**src/imdc_pkg.sv**
```systemverilog
// Shared types, widths and codes for the IMU motion direction classifier.
`default_nettype none
package imdc_pkg;

	localparam int FRAC_BITS  = 8;
	localparam int RAW_W      = 16;
	localparam int AXIS_W     = RAW_W + FRAC_BITS;
	localparam int DIFF_W     = AXIS_W + 1;
	localparam int ALPHA_W    = 9;
	localparam int ALPHA_FRAC = 8;
	localparam int PROD_W     = DIFF_W + ALPHA_W + 1;
	localparam int SQ_W       = 2 * AXIS_W;
	localparam int SUM_W      = SQ_W + 2;
	localparam int STAB_W     = 32;
	localparam int MOTION_W   = 34;
	localparam int THR_W      = 16;
	localparam int THR_SQ_W   = 2 * THR_W;
	localparam int CFG_DATA_W = 16;
	localparam int NUM_AXES   = 3;

	localparam logic [ALPHA_W-1:0] ALPHA_ONE   = ALPHA_W'(1 << ALPHA_FRAC);
	localparam logic [ALPHA_W-1:0] ALPHA_RESET = ALPHA_W'(51);
	localparam logic [THR_W-1:0]   THR_RESET   = THR_W'(164);

	typedef enum logic {
		REG_ALPHA     = 1'b0,
		REG_THRESHOLD = 1'b1
	} cfg_reg_t;

	typedef enum logic [2:0] {
		DIR_STILL   = 3'd0,
		DIR_RIGHT   = 3'd1,
		DIR_LEFT    = 3'd2,
		DIR_FORWARD = 3'd3,
		DIR_BACK    = 3'd4,
		DIR_UP      = 3'd5,
		DIR_DOWN    = 3'd6
	} dir_t;

	typedef struct packed {
		logic signed [RAW_W-1:0] accel_x;
		logic signed [RAW_W-1:0] accel_y;
		logic signed [RAW_W-1:0] accel_z;
	} in_item_t;

	typedef struct packed {
		logic signed [AXIS_W-1:0] smooth_x;
		logic signed [AXIS_W-1:0] smooth_y;
		logic signed [AXIS_W-1:0] smooth_z;
		logic [STAB_W-1:0]        stability;
		logic [MOTION_W-1:0]      motion_squared;
		dir_t                     direction;
	} out_item_t;

	typedef struct packed {
		logic load_s1;
		logic load_s2;
		logic load_s3;
	} lane_ctrl_t;

	typedef struct packed {
		logic signed [AXIS_W-1:0] smooth;
		logic [SQ_W-1:0]          sq_smooth;
		logic [SQ_W-1:0]          sq_delta;
		logic [AXIS_W-1:0]        mag_delta;
		logic                     pos;
	} lane_res_t;

endpackage
`default_nettype wire

```
**src/imdc_lane.sv**
```systemverilog
// One axis lane: exponential moving-average filter, delta, and squares of both.
`default_nettype none
module imdc_lane (
	input  wire logic                                clk,
	input  wire logic                                arst_n,
	input  wire imdc_pkg::lane_ctrl_t                ctrl,
	input  wire logic [imdc_pkg::ALPHA_W-1:0]        alpha,
	input  wire logic signed [imdc_pkg::RAW_W-1:0]   sample,
	output imdc_pkg::lane_res_t                      res
);

	logic signed [imdc_pkg::AXIS_W-1:0] filt_q;
	logic signed [imdc_pkg::AXIS_W-1:0] target;
	logic signed [imdc_pkg::DIFF_W-1:0] diff;
	logic signed [imdc_pkg::ALPHA_W:0]  alpha_s;
	logic signed [imdc_pkg::PROD_W-1:0] prod_s1;
	logic signed [imdc_pkg::PROD_W-1:0] prod_shr;
	logic signed [imdc_pkg::DIFF_W-1:0] step;
	logic signed [imdc_pkg::DIFF_W-1:0] new_sum;
	logic signed [imdc_pkg::DIFF_W-1:0] step_s2;
	logic signed [imdc_pkg::DIFF_W-1:0] step_neg;
	logic [imdc_pkg::AXIS_W-1:0]        mag_delta;
	logic [imdc_pkg::AXIS_W-1:0]        mag_smooth;
	logic [imdc_pkg::SQ_W-1:0]          sq_smooth_s3;
	logic [imdc_pkg::SQ_W-1:0]          sq_delta_s3;
	logic [imdc_pkg::AXIS_W-1:0]        mag_delta_s3;
	logic                               pos_s3;

	assign target  = {sample, {imdc_pkg::FRAC_BITS{1'b0}}};
	assign diff    = imdc_pkg::DIFF_W'(target) - imdc_pkg::DIFF_W'(filt_q);
	assign alpha_s = $signed({1'b0, alpha});

	// floor of the weighted difference: arithmetic shift rounds toward minus infinity
	assign prod_shr = prod_s1 >>> imdc_pkg::ALPHA_FRAC;
	assign step     = prod_shr[imdc_pkg::DIFF_W-1:0];
	assign new_sum  = imdc_pkg::DIFF_W'(filt_q) + step;

	assign step_neg   = -step_s2;
	assign mag_delta  = step_s2[imdc_pkg::DIFF_W-1] ? step_neg[imdc_pkg::AXIS_W-1:0]
		: step_s2[imdc_pkg::AXIS_W-1:0];
	assign mag_smooth = filt_q[imdc_pkg::AXIS_W-1] ? imdc_pkg::AXIS_W'(-filt_q)
		: imdc_pkg::AXIS_W'(filt_q);

	always_ff @(posedge clk or negedge arst_n) begin
		if (!arst_n) begin
			filt_q <= '0;
		end else if (ctrl.load_s2) begin
			filt_q <= new_sum[imdc_pkg::AXIS_W-1:0];
		end
	end

	always_ff @(posedge clk) begin
		if (ctrl.load_s1) begin
			prod_s1 <= imdc_pkg::PROD_W'(diff) * imdc_pkg::PROD_W'(alpha_s);
		end
		if (ctrl.load_s2) begin
			step_s2 <= step;
		end
		if (ctrl.load_s3) begin
			sq_smooth_s3 <= imdc_pkg::SQ_W'(mag_smooth) * imdc_pkg::SQ_W'(mag_smooth);
			sq_delta_s3  <= imdc_pkg::SQ_W'(mag_delta) * imdc_pkg::SQ_W'(mag_delta);
			mag_delta_s3 <= mag_delta;
			pos_s3       <= !step_s2[imdc_pkg::DIFF_W-1] && (step_s2 != '0);
		end
	end

	assign res.smooth    = filt_q;
	assign res.sq_smooth = sq_smooth_s3;
	assign res.sq_delta  = sq_delta_s3;
	assign res.mag_delta = mag_delta_s3;
	assign res.pos       = pos_s3;

endmodule
`default_nettype wire

```
**config.mk**
```make
export PLATFORM = sky130hd
export DESIGN_NAME = imdc_lane
export DESIGN_NICKNAME = d
export VERILOG_FILES = /design/src/imdc_pkg.sv /design/src/imdc_lane.sv
export SDC_FILE = /design/constraint.sdc
export NUM_CORES = 2
export LEC_CHECK = 0
export ABC_AREA = 1
export BUFFER_PORTS_ARGS = -buffer_cell sky130_fd_sc_hd__buf_4
export CORE_ASPECT_RATIO = 2
export CORE_MARGIN = 1.5
export CORE_UTILIZATION = 55
export CTS_BUF_LIST = sky130_fd_sc_hd__clkbuf_4 sky130_fd_sc_hd__clkbuf_8 sky130_fd_sc_hd__clkbuf_16
export DETAILED_ROUTE_END_ITERATION = 6
export MAX_ROUTING_LAYER = met4
export PLACE_DENSITY = 0.74
export SLEW_MARGIN = 20
export SYNTH_ARGS = -nofsm -noshare
export SYNTH_HDL_FRONTEND = slang
export SYNTH_SLANG_ARGS = --single-unit
export TNS_END_PERCENT = 100
```
**constraint.sdc**
```tcl
create_clock -name clk -period 9.45 [get_ports clk]
set_input_delay 1.89 -clock clk [delete_from_list [all_inputs] [get_ports clk]]
set_output_delay 1.89 -clock clk [all_outputs]
set_load 0.01 [all_outputs]
```
Word-level counts from Yosys, hierarchy flattened
Index checks and enable logic that the tools add are counted.
{"block": "totals", "reg_bits": 203, "in_bits": 30, "output_inout_bits": 145, "word_cells": 19}
{"block": "op_classes", "n_addsub": 4, "mul": 3, "mux": 2, "n_reduce_logical": 3}
{"operator": "24-bit by 24-bit multiplier with 48-bit output", "count": 2}
{"operator": "24-bit 2-to-1 mux", "count": 2}
{"operator": "24-bit negator", "count": 2}
{"operator": "25-bit by 10-bit multiplier with 33-bit output", "count": 1}
{"operator": "25-bit nonzero test", "count": 1}
{"operator": "24-bit by 24-bit subtractor with 25-bit output", "count": 1}
{"operator": "24-bit adder", "count": 1}
{"operator": "1-bit logical AND", "count": 1}
{"operator": "1-bit logical NOT", "count": 1}

Logic depth before layout (Yosys ltp)
{"block": "depth", "ltp_word": 3, "depth_mapped": 42, "ltp_nobuf": 38}

Worst setup path before layout
Ideal clock, no wire load.
{"block": "synth_path", "path_kind": "register -> register", "startpoint": "register filt_q[0] in the netlist's numbering", "endpoint": "register sq_smooth_s3[35] in the netlist's numbering, data pin", "setup_ps": 252, "t_arrival_ps": 7588, "required_ps": 9198, "slack_ps": 1610, "path_stages_with_launch": 41, "path_buffers": 4, "synth_period_minus_slack_ps": 7840, "path_cell_list": "dfrtp_1 -> buf_6 -> inv_1 -> clkbuf_1 -> clkbuf_1 -> ha_1 -> nand3_4 -> nor2_8 -> nand2_2 -> nand2_2 -> inv_2 -> nor2_2 -> o21ai_1 -> or2_4 -> nand2_4 -> buf_12 -> nand2_1 -> fa_1 -> [5 not listed] -> inv_1 -> fa_1 -> inv_1 -> fa_1 -> inv_1 -> fa_1 -> ha_1 -> nand2_1 -> nor2_1 -> inv_1 -> nor2_1 -> inv_1 -> nor2_1 -> nand2_1 -> nand2_1 -> nand2_1 -> nand3_1 -> nand2_1"}
{"block": "synth_via", "elab_chain_len": 3}
{"item": "start, declared", "line": "imdc_lane.sv:12", "text": "logic signed [imdc_pkg::AXIS_W-1:0] filt_q;"}
{"item": "start signal, assigned", "line": "imdc_lane.sv:48", "text": "filt_q <= new_sum[imdc_pkg::AXIS_W-1:0];"}
{"item": "24-bit negator", "line": "imdc_lane.sv:41", "text": "assign mag_smooth = filt_q[imdc_pkg::AXIS_W-1] ? imdc_pkg::AXIS_W'(-filt_q)"}
{"item": "24-bit 2-to-1 mux *", "line": "imdc_lane.sv:41"}
{"item": "24-bit by 24-bit multiplier with 48-bit output *", "line": "imdc_lane.sv:60", "text": "sq_smooth_s3 <= imdc_pkg::SQ_W'(mag_smooth) * imdc_pkg::SQ_W'(mag_smooth);"}
{"item": "end signal, assigned", "line": "imdc_lane.sv:60"}
{"item": "end, declared", "line": "imdc_lane.sv:24", "text": "logic [imdc_pkg::SQ_W-1:0] sq_smooth_s3;"}
Mark *: on every way between the ends. The rest lies on a longest branch, timed or not.
A chain may end at the register's enable or synchronous reset.

Worst setup path after layout
{"block": "layout_path", "startpoint": "register step_s2[0] in the netlist's numbering", "endpoint": "register sq_delta_s3[26] in the netlist's numbering, data pin"}
{"block": "layout_via", "elab_chain_len": 3}
{"item": "start, declared", "line": "imdc_lane.sv:20", "text": "logic signed [imdc_pkg::DIFF_W-1:0] step_s2;"}
{"item": "start signal, assigned", "line": "imdc_lane.sv:57", "text": "step_s2 <= step;"}
{"item": "24-bit negator", "line": "imdc_lane.sv:38", "text": "assign step_neg = -step_s2;"}
{"item": "24-bit 2-to-1 mux *", "line": "imdc_lane.sv:39", "text": "assign mag_delta = step_s2[imdc_pkg::DIFF_W-1] ? step_neg[imdc_pkg::AXIS_W-1:0]"}
{"item": "24-bit by 24-bit multiplier with 48-bit output *", "line": "imdc_lane.sv:61", "text": "sq_delta_s3 <= imdc_pkg::SQ_W'(mag_delta) * imdc_pkg::SQ_W'(mag_delta);"}
{"item": "end signal, assigned", "line": "imdc_lane.sv:61"}
{"item": "end, declared", "line": "imdc_lane.sv:25", "text": "logic [imdc_pkg::SQ_W-1:0] sq_delta_s3;"}
Marked as above.

==> key figures <==
Worst setup path
  • R2r worst-path depth: 28
  • Crit-path most repeated cell: fa_1
  • Setup crit start kind: flip-flop
  • Critical path data arrival time: 8980 ps
  • Critical-path top delay cell: nand2_1
  • Reg2Reg Setup Slack: 800 ps
  • Critical R2R Capture: sq_delta_s3[26]$_DFFE_PP_
  • Worst-path maximum fanout: 21
  • Largest stage delay, worst path: 640 ps
  • Worst Path Required: 9780 ps
  • Crit Path Category: reg2reg
  • Worst Setup End Kind: flip-flop
  • Worst r2r src: step_s2[0]$_DFFE_PP_

Clock tree
  • Resize count post-CTS: 0
  • # hold bufs at CTS: 0
  • Clk_lat worst skew: 550 ps
  • CTS H-Tree Depth: 4
  • Post-CTS Setup Bufs: 0
  • CTS tree: yes
  • Clock buffer count from CTS: 17
  • Clock tree buffer depth: 2
  • Root Buffer: clkbuf_16
  • Clock slew at reported path FFs: 100 ps
  • TritonCTS Sinks: 192

Routing
  • Antenna viol nets, final: 0
  • Initial DRT Pass Iterations: 6
  • Drt via density: 5.45
  • DR DRC count: 0
  • Routed len/inst: 20.2 µm
  • Total Wirelength: 153 mm
  • DRT iter0 DRCs: 3313
  • Via count: 41300

Hold path
  • Hold EP: step_s2[24]$_DFFE_PP_
  • Type of the most critical hold path: reg2reg
  • Hold depth: 0
  • Hold Path Origin: prod_s1[32]$_DFFE_PP_

Global route
  • Vias in the first global route: 44600
  • First-pass GRT wire length: 242 mm
  • Overflow after GRT: 0
  • GR Util All Layers: 34.8%
  • Largest net degree at the start of global routing: 63
  • Initial antenna violation count: 2

Final layout
  • Layout area overhead: 6.70%
  • Nets: 7853
  • Share of cells above drive strength 1: 5.97%
  • Number of filler cells placed in the layout: 8257
  • Final Cell Area: 54500 µm²

Run
  • MaxCap Viol Count: 0

Yosys
  • Number of synthesized register bits: 192
  • Simple-gate share of the synthesized area: 16.6%
  • Register area share after synthesis: 11.0%
  • Post-synthesis compound-gate area fraction: 4.94%
  • Ys Warns: 0
  • Netlist Area Pre-Place: 51100 µm²
  • Post-Synth XOR/XNOR Area: 2.32%
  • EDFF count, synth: 168
  • Fraction of registers with async set/reset: 12.5%
  • Largest family of logic cells by synthesized area: adder cells
  • Synth Area in Adders: 51.1%
  • Distinct cells, synth: 55
  • Syn_area_per_cell: 8.27 µm²
  • Mux cell area share after synthesis: 0%
  • Synthesized instance count: 6184
  • Top_reg_cell synth: edfxtp_1

Floorplan
  • Die ar.: 94900 µm²
  • Row cnt: 158
  • Die Height: 434 µm
  • Die width: 219 µm
  • Core ar.: 92300 µm²
  • Starting density of the core: 55.4%
  • Top Ports: 175

Placement
  • Dpl hpwl: 130 mm
  • Post-DP Area: 53900 µm²
  • Placer's final routability congestion estimate: 1.03
  • Port Buffers: 172

STA
  • Clk_skew: 27.7 ps
  • Max Slew Vio Count: 0
  • Fmax: 116 MHz
  • Least-Margin Pin Slew: 939 ps
  • Final setup fails: 0
  • RSZ-0062 raised after global routing: false
  • Tcrit/Tclk final: 91.5%
  • Fin Setup TNS: 0 ps
  • Min Tclk post-route: 8650 ps
  • Hold Fails Final Rpt: 0
  • Slew HR: 37.4%

Status
  • Status: finished, final reports clean
-- stage by stage --
stage / hold slack (ps) / setup slack [ps] / instances / util [%]
detailed placement: 434 / 861 / 7533 / 58.4
global route: 475 / 301 / 7566 / 59.1
floorplan: 400 / 1610 / 6201 / -
CTS: 460 / 807 / 7565 / 59.1
global placement: 442 / 960 / 7533 / 58.4
finish: 466 / 803 / 7567 / 59.1
-- worst max path at each step --
| stage | start | endpoint | slack (ps) |
|---|---|---|---|
| 6_report | step_s2[0]$_DFFE_PP_ | sq_delta_s3[26]$_DFFE_PP_ | 800 |
| 4_1_cts | step_s2[0]$_DFFE_PP_ | sq_delta_s3[26]$_DFFE_PP_ | 810 |
| 2_1_floorplan | filt_q[0]$_DFFE_PN0P_ | sq_smooth_s3[35]$_DFFE_PP_ | 1610 |
| 3_5_place_dp | step_s2[0]$_DFFE_PP_ | sq_delta_s3[26]$_DFFE_PP_ | 860 |
| 5_1_grt | step_s2[0]$_DFFE_PP_ | sq_delta_s3[42]$_DFFE_PP_ | 300 |
| 3_3_place_gp | step_s2[0]$_DFFE_PP_ | sq_delta_s3[30]$_DFFE_PP_ | 960 |
-- layer usage --
metal	vias up	part of all wire, %	track usage (%)
li1	18600	-	-
met1	20400	40	43.2
met2	1822	47	55.4
met3	441	7.7	5.79
met4	0	5.3	16.6
met5	-	0	-
-- worst max-delay path, delay by kind of cell, from the launching register on --
family / cells / cell delay, ps
fa+ha+maj: 8 / 3860
buf+inv: 8 / 1110
flops: 1 / 520
compound gates: 1 / 100
simple gates: 10 / 2560
xor+xnor: 1 / 270
-- placed cells by master, fill, tap and decap left out, types with 5 or more instances in the layout --
master,netlist,final
nand2_1,1059,1059
ha_1,446,446
nor4_1,14,14
fa_1,1025,1025
or3_1,5,5
xor2_1,91,91
o21ai_1,7,7
o21ai_0,148,148
a21o_1,25,25
nand3_1,167,167
o21ai_2,9,9
o211ai_1,7,7
nand3b_1,18,18
nand2_2,17,17
a31oi_1,14,14
nor2_2,10,10
o21bai_1,30,30
nand4_1,41,41
buf_4,10,239
clkinv_1,6,6
or2_2,25,25
inv_1,1727,1727
edfxtp_1,168,168
dfrtp_1,24,24
o21a_1,8,8
conb_1,2,19
xnor2_1,36,35
inv_2,29,29
nor2_1,651,651
nor3_1,38,38
clkbuf_16,0,17
a21oi_1,192,192
-- state kept, by name, summed over array words and instances, names as in the netlist --
register      cells
pos_s3            1
sq_smooth_s3     47
sq_delta_s3      47
prod_s1          25
filt_q           24
mag_delta_s3     23
step_s2          25
-- synthesized netlist by cell type, drive strengths merged, types with 5 or more instances --
library cell     n  area [µm²]
clkinv           6        22.5
a21boi           5        37.5
buf             64         384
a21oi          192         961
nand2         1079        4120
o21ai          164         855
inv           1758        6600
nor4            14        87.6
fa            1025       20500
clkbuf          44         165
o211ai           7        52.6
o21a             8        60.1
nand3          170         881
xor2            94         868
nand3b          18         135
nor3            41         226
ha             446        5580
o21bai          30         225
xnor2           36         315
dfrtp           24         601
nand4           41         257
a21o            25         188
nor2           663        2540
or3              5        31.3
or2             30         190
a31oi           14        87.6
edfxtp         168        5040
-- logic make-up after synthesis --
logic type                 after synthesis
DFF                                    192
AOI/OAI and AO/OA                      453
xor gates and xnor gates               130
adders and majority gates             1471
buffers and inverters                 1872
other                                    2
and+or+nand+nor                       2064
-- area by class of cell --
type | instances | area, µm² | area share [%]
Inverter | 1764 | 6630 | 12.1
Clock inverter | 15 | 168 | 0.307
Sequential cell | 192 | 5650 | 10.4
Multi-Input combinational cell | 4137 | 38400 | 70.3
Clock buffer | 17 | 425 | 0.780
Antenna cell | 2 | 5.00 | 0.00918
Tap cell | 1200 | 1500 | 2.75
Timing Repair Buffer | 240 | 1810 | 3.31
Power is not shown: default switching activity piles up to over one toggle a cycle in this logic, so the estimate is an artifact.
