File: src/imdc_pkg.sv
// Shared types, widths and codes for the IMU motion direction classifier.
`default_nettype none
package imdc_pkg;

	localparam int FRAC_BITS  = 8;
	localparam int RAW_W      = 16;
	localparam int AXIS_W     = RAW_W + FRAC_BITS;
	localparam int DIFF_W     = AXIS_W + 1;
	localparam int ALPHA_W    = 9;
	localparam int ALPHA_FRAC = 8;
	localparam int PROD_W     = DIFF_W + ALPHA_W + 1;
	localparam int SQ_W       = 2 * AXIS_W;
	localparam int SUM_W      = SQ_W + 2;
	localparam int STAB_W     = 32;
	localparam int MOTION_W   = 34;
	localparam int THR_W      = 16;
	localparam int THR_SQ_W   = 2 * THR_W;
	localparam int CFG_DATA_W = 16;
	localparam int NUM_AXES   = 3;

	localparam logic [ALPHA_W-1:0] ALPHA_ONE   = ALPHA_W'(1 << ALPHA_FRAC);
	localparam logic [ALPHA_W-1:0] ALPHA_RESET = ALPHA_W'(51);
	localparam logic [THR_W-1:0]   THR_RESET   = THR_W'(164);

	typedef enum logic {
		REG_ALPHA     = 1'b0,
		REG_THRESHOLD = 1'b1
	} cfg_reg_t;

	typedef enum logic [2:0] {
		DIR_STILL   = 3'd0,
		DIR_RIGHT   = 3'd1,
		DIR_LEFT    = 3'd2,
		DIR_FORWARD = 3'd3,
		DIR_BACK    = 3'd4,
		DIR_UP      = 3'd5,
		DIR_DOWN    = 3'd6
	} dir_t;

	typedef struct packed {
		logic signed [RAW_W-1:0] accel_x;
		logic signed [RAW_W-1:0] accel_y;
		logic signed [RAW_W-1:0] accel_z;
	} in_item_t;

	typedef struct packed {
		logic signed [AXIS_W-1:0] smooth_x;
		logic signed [AXIS_W-1:0] smooth_y;
		logic signed [AXIS_W-1:0] smooth_z;
		logic [STAB_W-1:0]        stability;
		logic [MOTION_W-1:0]      motion_squared;
		dir_t                     direction;
	} out_item_t;

	typedef struct packed {
		logic load_s1;
		logic load_s2;
		logic load_s3;
	} lane_ctrl_t;

	typedef struct packed {
		logic signed [AXIS_W-1:0] smooth;
		logic [SQ_W-1:0]          sq_smooth;
		logic [SQ_W-1:0]          sq_delta;
		logic [AXIS_W-1:0]        mag_delta;
		logic                     pos;
	} lane_res_t;

endpackage
`default_nettype wire

File: src/imdc_merge.sv
// Merge of the three lanes: sums of squares, threshold test and direction pick.
`default_nettype none
module imdc_merge (
	input  wire imdc_pkg::lane_res_t                lanes [imdc_pkg::NUM_AXES],
	input  wire logic [imdc_pkg::THR_SQ_W-1:0]      thr_sq,
	output imdc_pkg::out_item_t                     result
);

	logic [imdc_pkg::SUM_W-1:0] sum_smooth;
	logic [imdc_pkg::SUM_W-1:0] sum_delta;
	logic [imdc_pkg::SUM_W-1:0] thr_scaled;
	logic                       moving;
	logic [imdc_pkg::AXIS_W-1:0] ax, ay, az;

	assign sum_smooth = imdc_pkg::SUM_W'(lanes[0].sq_smooth)
		+ imdc_pkg::SUM_W'(lanes[1].sq_smooth) + imdc_pkg::SUM_W'(lanes[2].sq_smooth);
	assign sum_delta  = imdc_pkg::SUM_W'(lanes[0].sq_delta)
		+ imdc_pkg::SUM_W'(lanes[1].sq_delta) + imdc_pkg::SUM_W'(lanes[2].sq_delta);

	// compare against the threshold squared with the fraction still present
	assign thr_scaled = imdc_pkg::SUM_W'(thr_sq) << (2 * imdc_pkg::FRAC_BITS);
	assign moving     = sum_delta > thr_scaled;

	assign ax = lanes[0].mag_delta;
	assign ay = lanes[1].mag_delta;
	assign az = lanes[2].mag_delta;

	always_comb begin
		result.smooth_x       = lanes[0].smooth;
		result.smooth_y       = lanes[1].smooth;
		result.smooth_z       = lanes[2].smooth;
		result.stability      = sum_smooth[2*imdc_pkg::FRAC_BITS +: imdc_pkg::STAB_W];
		result.motion_squared = sum_delta[2*imdc_pkg::FRAC_BITS +: imdc_pkg::MOTION_W];
		result.direction      = imdc_pkg::DIR_STILL;
		if (moving) begin
			// Z takes all ties
			if (ax > ay && ax > az) begin
				result.direction = lanes[0].pos ? imdc_pkg::DIR_RIGHT : imdc_pkg::DIR_LEFT;
			end else if (ay > ax && ay > az) begin
				result.direction = lanes[1].pos ? imdc_pkg::DIR_FORWARD : imdc_pkg::DIR_BACK;
			end else begin
				result.direction = lanes[2].pos ? imdc_pkg::DIR_UP : imdc_pkg::DIR_DOWN;
			end
		end
	end

endmodule
`default_nettype wire

File: config.mk
export PLATFORM = sky130hd
export DESIGN_NAME = imdc_merge
export DESIGN_NICKNAME = d
export VERILOG_FILES = /design/src/imdc_pkg.sv /design/src/imdc_merge.sv
export SDC_FILE = /design/constraint.sdc
export NUM_CORES = 1
export LEC_CHECK = 0
export ABC_AREA = 1
export BUFFER_PORTS_ARGS = -buffer_cell sky130_fd_sc_hd__buf_2
export CAP_MARGIN = 20
export CORE_AREA = 2 2 236 238
export DETAILED_ROUTE_END_ITERATION = 8
export DIE_AREA = 0 0 238 240
export GPL_ROUTABILITY_DRIVEN = 0
export GPL_TIMING_DRIVEN = 0
export SYNTH_ARGS = -nofsm -noshare
export SYNTH_HDL_FRONTEND = slang
export SYNTH_SLANG_ARGS = --single-unit
export TNS_END_PERCENT = 30
File: constraint.sdc
create_clock -name vclk -period 5.3
set_clock_uncertainty 0.05 [all_clocks]
set_input_delay 0.53 -clock vclk [all_inputs]
set_output_delay 0.53 -clock vclk [all_outputs]
set_load 0.005 [all_outputs]
[Word level (Yosys, flattened, before mapping)]
Cells that the tools add are included.
Word-level totals
  input bits: 467
  output and inout port bits: 141
  logic and storage cells: 17
  register bits: 0
Cells by class
  magnitude comparators: 5
  mux-type cells: 6
  reductions and logical operators: 2
  $add $sub $neg: 4
Operators by type and width (count)
  adder 48 bit: 2
  > comparator 24 bit: 4
  adder 49 x 48 -> 50 bit: 1
  > comparator 50 x 48 -> 1 bit: 1
  adder 48 x 48 -> 49 bit: 1
  two-way mux 3 bit: 4
  two-way mux 2 bit: 2
  logical AND 1 bit: 2

[Depth between registers and ports, before layout]
Gate-level depths: netlist of the first run.
  depth in word-level cells: 5
  mapped depth: 33
  gate-level depth less buffers: 33

[Worst setup path after synthesis of the first run]
Ideal clock, no wire load.
  path type: input port to output port
  start: in lanes[26] (netlist name)
  end: out result[0] (netlist name)
  buffers on the path: 0
  stages on the path: 29
  setup slack: 0.755 ns
  data arrival time: 3.965 ns
  required time: 4.720 ns
  path through: fa_1 -> ha_1 -> fa_1 -> nand3_1 -> nand2_1 -> nand3_1 -> nand3_2 -> a21oi_2 -> o21bai_2 -> nand2_1 -> nand2_1 -> nand2_1 -> nand2_1 -> nand2_1 -> nand2_1 -> ha_1 -> nand4_1 -> nor2_1 -> nand2_1 -> inv_1 -> nand2_1 -> nor2_1 -> nand3_1 -> nor2_1 -> nand4_1 -> nand2_1 -> nand3_1 -> nand2_1 -> inv_1
RTL lines
  start: declaration: line imdc_merge.sv:4  | input wire imdc_pkg::lane_res_t lanes [imdc_pkg::NUM_AXES],
  end: declaration: line imdc_merge.sv:6  | output imdc_pkg::out_item_t result

==> results of run 1 <==
[worst min path at each step]
stage | startpoint | end
finish | lanes[127] | result[75]
global route | lanes[418] | result[124]
CTS | lanes[127] | result[75]
detailed placement | lanes[278] | result[105]
global placement | lanes[130] | result[78]
floorplan | lanes[273] | result[100]
[cells in the mapped netlist, types with 2 or more instances]
cell type	n	share of area (%)
nand2_1	384	13
inv_1	290	9.6
nor2_1	199	6.6
ha_1	197	22
a21oi_1	158	7.0
fa_1	95	17
o21ai_0	78	3.4
nand3_1	74	3.3
buf_4	72	4.8
xor2_1	43	3.3
nand4_1	27	1.5
nor3_1	22	0.97
a21o_1	19	1.3
xnor2_1	17	1.3
o21bai_1	13	0.86
a31oi_1	10	0.55
nand2_2	10	0.55
nor4_1	9	0.50
o21a_1	9	0.60
a21boi_0	6	0.40
o211ai_1	5	0.33
a211oi_1	4	0.26
nand3_2	3	0.26
nor3_2	2	0.18
o21ai_1	2	0.088
[through the flow]
stage                     cells  cell area [µm²]
after detailed placement   3003            14900
after global routing       3029            15800
after global placement     3003            14900
final                      3029            15800
after CTS                  3022            15500
after floorplan            1763            11300
[cell families after synthesis]
logic type | Yosys count
AOI/OAI and AO/OA | 311
adders and majority gates | 292
xor gates and xnor gates | 61
buffers and inverters | 364
and+or+nand+nor | 735
[metal layers]
metal	vias to the layer above	global-route usage (%)	wire (µm)
li1	6782	-	-
met1	5961	18.5	18700
met2	469	25.6	20900
met3	26	1.02	2630
met4	0	1.48	550
met5	-	0	0
[power breakdown]
group | total (µW) | internal (µW) | switching, µW
clock | 0 | 0 | 0
sequential | 0 | 0 | 0
combinational | 3230 | 1340 | 1900
[timing repair]
action | in CTS | in global routing
gates resized for setup | 81 | 63
cloned | 0 | 0
buffers inserted | 19 | 7
pin swaps | 33 | 25
setup endpoints to repair | 3 | 3
[layout make-up]
class	instances	area, µm²	area share [%]
Multi-Input combinational cell	1399	10400	65.9
Inverter	291	1090	6.90
Tap cell	704	881	5.57
Timing Repair Buffer	562	2880	18.2
Buffer	73	546	3.45
==> flow_metrics.tcl, run 1 <==
set metrics [dict create \
    status "completed" \
    slew_headroom_pct 69.7 \
    p_total_uw 3230 \
    powerDensity_nw_per_um2 204 \
    synth_compound_area_share_pct 15.4 \
    arrival_ns 4.64 \
    fill_cells 6098 \
    n_antenna_cell 0 \
    fin_ws_ns 0.0831 \
    initial_core_util_pct 20.7 \
    crit_family "simple AND/OR/NAND/NOR gates" \
    grt_pass1_vias 12700 \
    fin_util_pct 29.0 \
    vdd_drop_max_mv 0.0878 \
    clock_buffers 0 \
    synthMuxAreaShare_pct 0 \
    hpwl_mm 39.7 \
    crit_top_cell "nand2_2" \
    final_nets 3086 \
    n_sequential_cell 0 \
    path_buf_inv 6 \
    die_area_um2 57100 \
    hold_ws_ns 1.18 \
    first_pass_iters 5 \
    crit_end "result[1]" \
    whs_path_depth 2 \
    drive_gt1_share_pct 32.9 \
    die_h_um 240 \
    syn_nets 2522 \
    synth_seq_area_share_pct 0 \
    cp-startpoint "lanes[28]" \
    final_common_cell "buf_2" \
    setup_viol 0 \
    area_growth_pct 39.6 \
    mostFrequentLayoutCells "buf_2 (536), nand2_1 (362), inv_1 (289)" \
    drv_slew 0 \
    slowest_delay_ns 0.52 \
    min_period_ns 5.22 \
    syn_inst 1763 \
    place_ws_ns -0.890 \
    vias 13200 \
    via_per_inst 4.37 \
    synth_top_family_by_area "adder cells" \
    crit_fanout 7 \
    synth_fa_ha_area_share_pct 38.5 \
    syn_avg_cell_area_um2 6.43 \
    cellLeakagePower_uw 0.00849 \
    holdCritPathClass "in -> out" \
    fin_crit_sh_pct 98.4 \
    drt-total-wl_mm 42.8 \
    ios 608 \
    numPortBuffers 536 \
    crit_cells 33 \
    fmax_mhz 192 \
    antenna_found_initial 0 \
    critical_path.slowest_cell "fa_1" \
    post_drt_wl_per_cell_um 14.1 \
    required_ns 4.72 \
    drc 0 \
    rsz0062_at_grt "true" \
    ant_nets 0 \
    ys_warn_count 0 \
    synth_cell_type_count 40 \
    cts_hold_buf 0 \
    synth-simple-area-share_pct 26.8 \
    grt_usage_pct 14.0 \
    grt_overflow 0 \
    hold_violations 0 \
    cap_violations 0 \
    drt_iter0_markers 600 \
    critPathLaunchType "primary input" \
    fin_tns_setup_ns 0 \
    synth_area_um2 11300 \
    endpoint_kind "output pin" \
    path_class "in -> out" \
    grt_pass1_wl_mm 64.7 \
    synth-xor-area-share_pct 4.78 \
    grt_max_degree 8 \
    die-width_um 238 \
    core_um2 54700 \
    seq_area_um2 0 \
    worst_pin_slew_ns 0.454 \
    rows 86 \
]
No activity file was read; power rests on OpenSTA's default activity.
==> inputs of run 2 (changes only) <==
--- a/config.mk
+++ b/config.mk
@@ -8,10 +8,9 @@
 export ABC_AREA = 1
 export BUFFER_PORTS_ARGS = -buffer_cell sky130_fd_sc_hd__buf_2
 export CAP_MARGIN = 20
-export CORE_AREA = 2 2 236 238
+export CORE_AREA = 2 2 237 239
 export DETAILED_ROUTE_END_ITERATION = 8
-export DIE_AREA = 0 0 238 240
-export GPL_ROUTABILITY_DRIVEN = 0
+export DIE_AREA = 0 0 239 241
 export GPL_TIMING_DRIVEN = 0
 export SYNTH_ARGS = -nofsm -noshare
 export SYNTH_HDL_FRONTEND = slang
==> flow_metrics.tcl, run 2 (synthesis results as in run 1) <==
set metrics [dict create \
    critPathLaunchType "primary input" \
    gp_congestion 0.953 \
    vias 13400 \
    final_nets 3094 \
    worst_pin_slew_ns 0.436 \
    fill_cells 6089 \
    placed_area_um2 14900 \
    hold_ws_ns 1.18 \
    fin_tns_setup_ns -0.147 \
    path_class "in -> out" \
    fin_ws_ns -0.0521 \
    drc 0 \
    hold_violations 0 \
    via_per_inst 4.40 \
    final_area_um2 16100 \
    die_area_um2 57600 \
    grt_overflow 0 \
    core_um2 54900 \
    powerDensity_nw_per_um2 209 \
    clock_buffers 0 \
    cellLeakagePower_uw 0.00854 \
    endpoint_kind "output pin" \
    arrival_ns 4.77 \
    grt_max_degree 8 \
    rsz0062_at_grt "true" \
    die-width_um 239 \
    fin_crit_sh_pct 101 \
    failed_checks "negative setup slack" \
    drt-total-wl_mm 43.8 \
    cap_violations 0 \
    grt_pass1_wl_mm 64.6 \
    antenna_found_initial 1 \
    area_growth_pct 42.0 \
    required_ns 4.72 \
    status "finished with violations" \
    place_inst 3003 \
    ant_nets 0 \
    slew_headroom_pct 70.7 \
    stdcell_count 3038 \
    grt_pass1_vias 12600 \
    rows 86 \
    die_h_um 241 \
    drive_gt1_share_pct 34.8 \
    hpwl_mm 40.0 \
    drt_iter0_markers 707 \
    initial_core_util_pct 20.7 \
    crit_fanout 4 \
    vdd_drop_max_mv 0.0793 \
    ios 608 \
    seq_area_um2 0 \
    grt_usage_pct 13.9 \
    min_period_ns 5.35 \
    n_sequential_cell 0 \
    post_drt_wl_per_cell_um 14.4 \
    final_common_cell "buf_2" \
    numPortBuffers 536 \
    fmax_mhz 187 \
    drv_slew 0 \
    holdCritPathClass "in -> out" \
    setup_viol 3 \
    first_pass_iters 5 \
    mostFrequentLayoutCells "buf_2 (535), nand2_1 (352), inv_1 (286)" \
]
## run 2: cell types whose count changed in the layout (fill, tap and decap cells not counted), sizes merged
cell and delta:
diode +1, buf +8
## run 2: layer usage
layer | track usage [%] | vias to the layer above | share of wire (%)
li1 | - | 6799 | -
met1 | 18.6 | 6021 | 43
met2 | 24.5 | 513 | 48
met3 | 1.27 | 46 | 6.4
met4 | 2.69 | 0 | 2.4
met5 | 0 | - | 0
## run 2: cell type report
class                      count  area [µm²]  share of cell area (%)
timing repair buffer         570        2950                    18.3
buffer                        73         546                    3.39
antenna                        1        2.50                  0.0155
multi-input combinational   1399       10600                    66.0
tap                          704         881                    5.47
inverter                     291        1090                    6.78
## run 2: worst max-delay path: stages
cell and delay, ns:
buf_2 0.11, fa_1 0.59, ha_4 0.23, buf_4 0.16, a21oi_2 0.17, nand2_2 0.10
a21oi_2 0.13, nand2_2 0.09, nand4_1 0.11, nand3_2 0.18, nand3_1 0.13, nand2_2 0.07
xor2_2 0.16, ha_1 0.30, nand4_1 0.22, nor2_4 0.27, nand2_1 0.08, inv_1 0.05
nand2_1 0.05, nor2_2 0.10, nand3_1 0.09, nor2_1 0.11, nand4_1 0.22, nand2_2 0.15
nand3_4 0.12, nand2_2 0.09, inv_1 0.04, buf_2 0.12
## run 2: path summary, 6_finish.rpt
check	from	to	slack, ns	depth (start not counted)
hold / removal	lanes[266]	result[93]	1.18	2
setup / recovery	lanes[328]	result[2]	-0.05	28
## run 2: power by group
part | internal, µW | switching, µW | leakage, µW
sequential | 0 | 0 | 0
combinational | 1410 | 1960 | 0.00854
clock | 0.0000252 | 0 | 0.00000000634
## run 2: repair_timing
action | CTS | global route
gates cloned | 0 | 0
setup endpoints to repair | 3 | 3
setup buffers | 12 | 22
hold buffers | 0 | 0
hold endpoints to repair | 0 | 0
pin swaps | 19 | 63
gates resized for setup | 61 | 127
## run 2: through the flow
stage	setup slack, ns	utilization [%]	power, µW
after floorplan	0.755	-	1810
after global placement	-0.957	27.2	2910
after detailed placement	-0.963	27.2	2920
after CTS	-0.0977	28.0	3070
after global routing	-0.272	29.3	3740
final	-0.0521	29.3	3370
==> inputs of run 3 (changes only) <==
--- a/config.mk
+++ b/config.mk
@@ -8,10 +8,14 @@
 export ABC_AREA = 1
 export BUFFER_PORTS_ARGS = -buffer_cell sky130_fd_sc_hd__buf_2
 export CAP_MARGIN = 20
-export CORE_AREA = 2 2 237 239
+export CELL_PAD_IN_SITES_DETAIL_PLACEMENT = 1
+export CELL_PAD_IN_SITES_GLOBAL_PLACEMENT = 2
+export CORE_AREA = 2 2 239 241
 export DETAILED_ROUTE_END_ITERATION = 8
-export DIE_AREA = 0 0 239 241
+export DIE_AREA = 0 0 241 243
 export GPL_TIMING_DRIVEN = 0
+export PLACE_DENSITY_LB_ADDON = 0.1
+export SLEW_MARGIN = 20
 export SYNTH_ARGS = -nofsm -noshare
 export SYNTH_HDL_FRONTEND = slang
 export SYNTH_SLANG_ARGS = --single-unit
==> flow_metrics.tcl, run 3 (synthesis results as in run 1) <==
set metrics [dict create \
    status "finished with violations" \
    failed_checks "negative setup slack" \
    grt_overflow 0 \
    setup_viol 3 \
    drt-total-wl_mm 52.3 \
    hold_violations 0 \
    hold_ws_ns 1.18 \
    cellLeakagePower_uw 0.00857 \
    seq_area_um2 0 \
    grt_pass1_vias 14800 \
    crit_fanout 3 \
    min_period_ns 5.33 \
    arrival_ns 4.75 \
    final_nets 3102 \
    path_class "in -> out" \
    die-width_um 241 \
    numPortBuffers 536 \
    first_pass_iters 4 \
    mostFrequentLayoutCells "buf_2 (531), nand2_1 (350), inv_1 (286)" \
    slew_headroom_pct 63.4 \
    required_ns 4.72 \
    gp_congestion 0.841 \
    vias 13300 \
    grt_max_degree 8 \
    crit_top_cell "nand2_2" \
    via_per_inst 4.30 \
    stdcell_count 3100 \
    ios 608 \
    core_um2 56000 \
    fin_ws_ns -0.0301 \
    grt_pass1_wl_mm 79.0 \
    die_h_um 243 \
    powerDensity_nw_per_um2 215 \
    drive_gt1_share_pct 35.0 \
    fin_crit_sh_pct 101 \
    drc 0 \
    rows 87 \
    initial_core_util_pct 20.3 \
    ant_nets 0 \
    p_total_uw 3490 \
    die_area_um2 58600 \
    slowest_delay_ns 0.51 \
    fmax_mhz 188 \
    critical_path.slowest_cell "fa_1" \
    cap_violations 0 \
    rsz0062_at_grt "true" \
    area_growth_pct 43.3 \
    holdCritPathClass "in -> out" \
    clock_buffers 0 \
    final_common_cell "buf_2" \
    worst_pin_slew_ns 0.544 \
    drt_iter0_markers 333 \
    endpoint_kind "output pin" \
    hpwl_mm 49.2 \
    n_sequential_cell 0 \
    drv_slew 0 \
    vdd_drop_max_mv 0.0608 \
    antenna_found_initial 5 \
    grt_usage_pct 17.0 \
    critPathLaunchType "primary input" \
    place_inst 3055 \
    post_drt_wl_per_cell_um 16.9 \
]
-- run 3: layout make-up --
type / count / area, µm²
antenna: 3 / 7.51
buffer: 73 / 546
fill: 7200 / 39700
inverter: 291 / 1090
multi-input combinational: 1399 / 10600
tap: 756 / 946
timing repair buffer: 578 / 3040
-- run 3: worst paths after layout --
check	endpoint	slack, ns	start	cells after the start
worst max-delay path	result[2]	-0.03	lanes[327]	31
worst min-delay path	result[124]	1.18	lanes[418]	2
-- run 3: per-layer routing --
layer | global-route usage [%] | wire [µm] | vias up
met5 | 0 | 21 | -
met4 | 1.87 | 692 | 4
met3 | 1.65 | 2340 | 35
met2 | 32.9 | 27200 | 311
met1 | 20.5 | 22000 | 6164
li1 | - | - | 6811
-- run 3: critical path: cells and delay by family --
family,cells,cell delay (ns)
compound gates,1,0.15
fa+ha+maj,3,1.09
buf+inv,5,0.38
simple gates,22,2.59
-- run 3: power breakdown --
part | internal (µW) | switching [µW] | total (µW)
clock | 0.0000759 | 0 | 0.0000759
combinational | 1420 | 2070 | 3490
sequential | 0 | 0 | 0
-- run 3: repair_timing --
action,in CTS,in global routing
setup endpoints to repair,3,3
cloned,0,0
hold buffers,0,0
pin swaps,26,62
buffers inserted,17,25
resized for setup,79,121
-- run 3: stage by stage --
| step | instance area (µm²) | util (%) | setup WS [ns] | setup TNS, ns |
|---|---|---|---|---|
| global route | 16200 | 29.0 | -0.363 | -1.07 |
| floorplan | 11300 | - | 0.755 | 0 |
| detailed placement | 15000 | 26.8 | -1.34 | -3.99 |
| global placement | 15000 | 26.8 | -1.32 | -3.93 |
| finish | 16200 | 29.0 | -0.0301 | -0.0425 |
| CTS | 15500 | 27.7 | -0.290 | -0.854 |
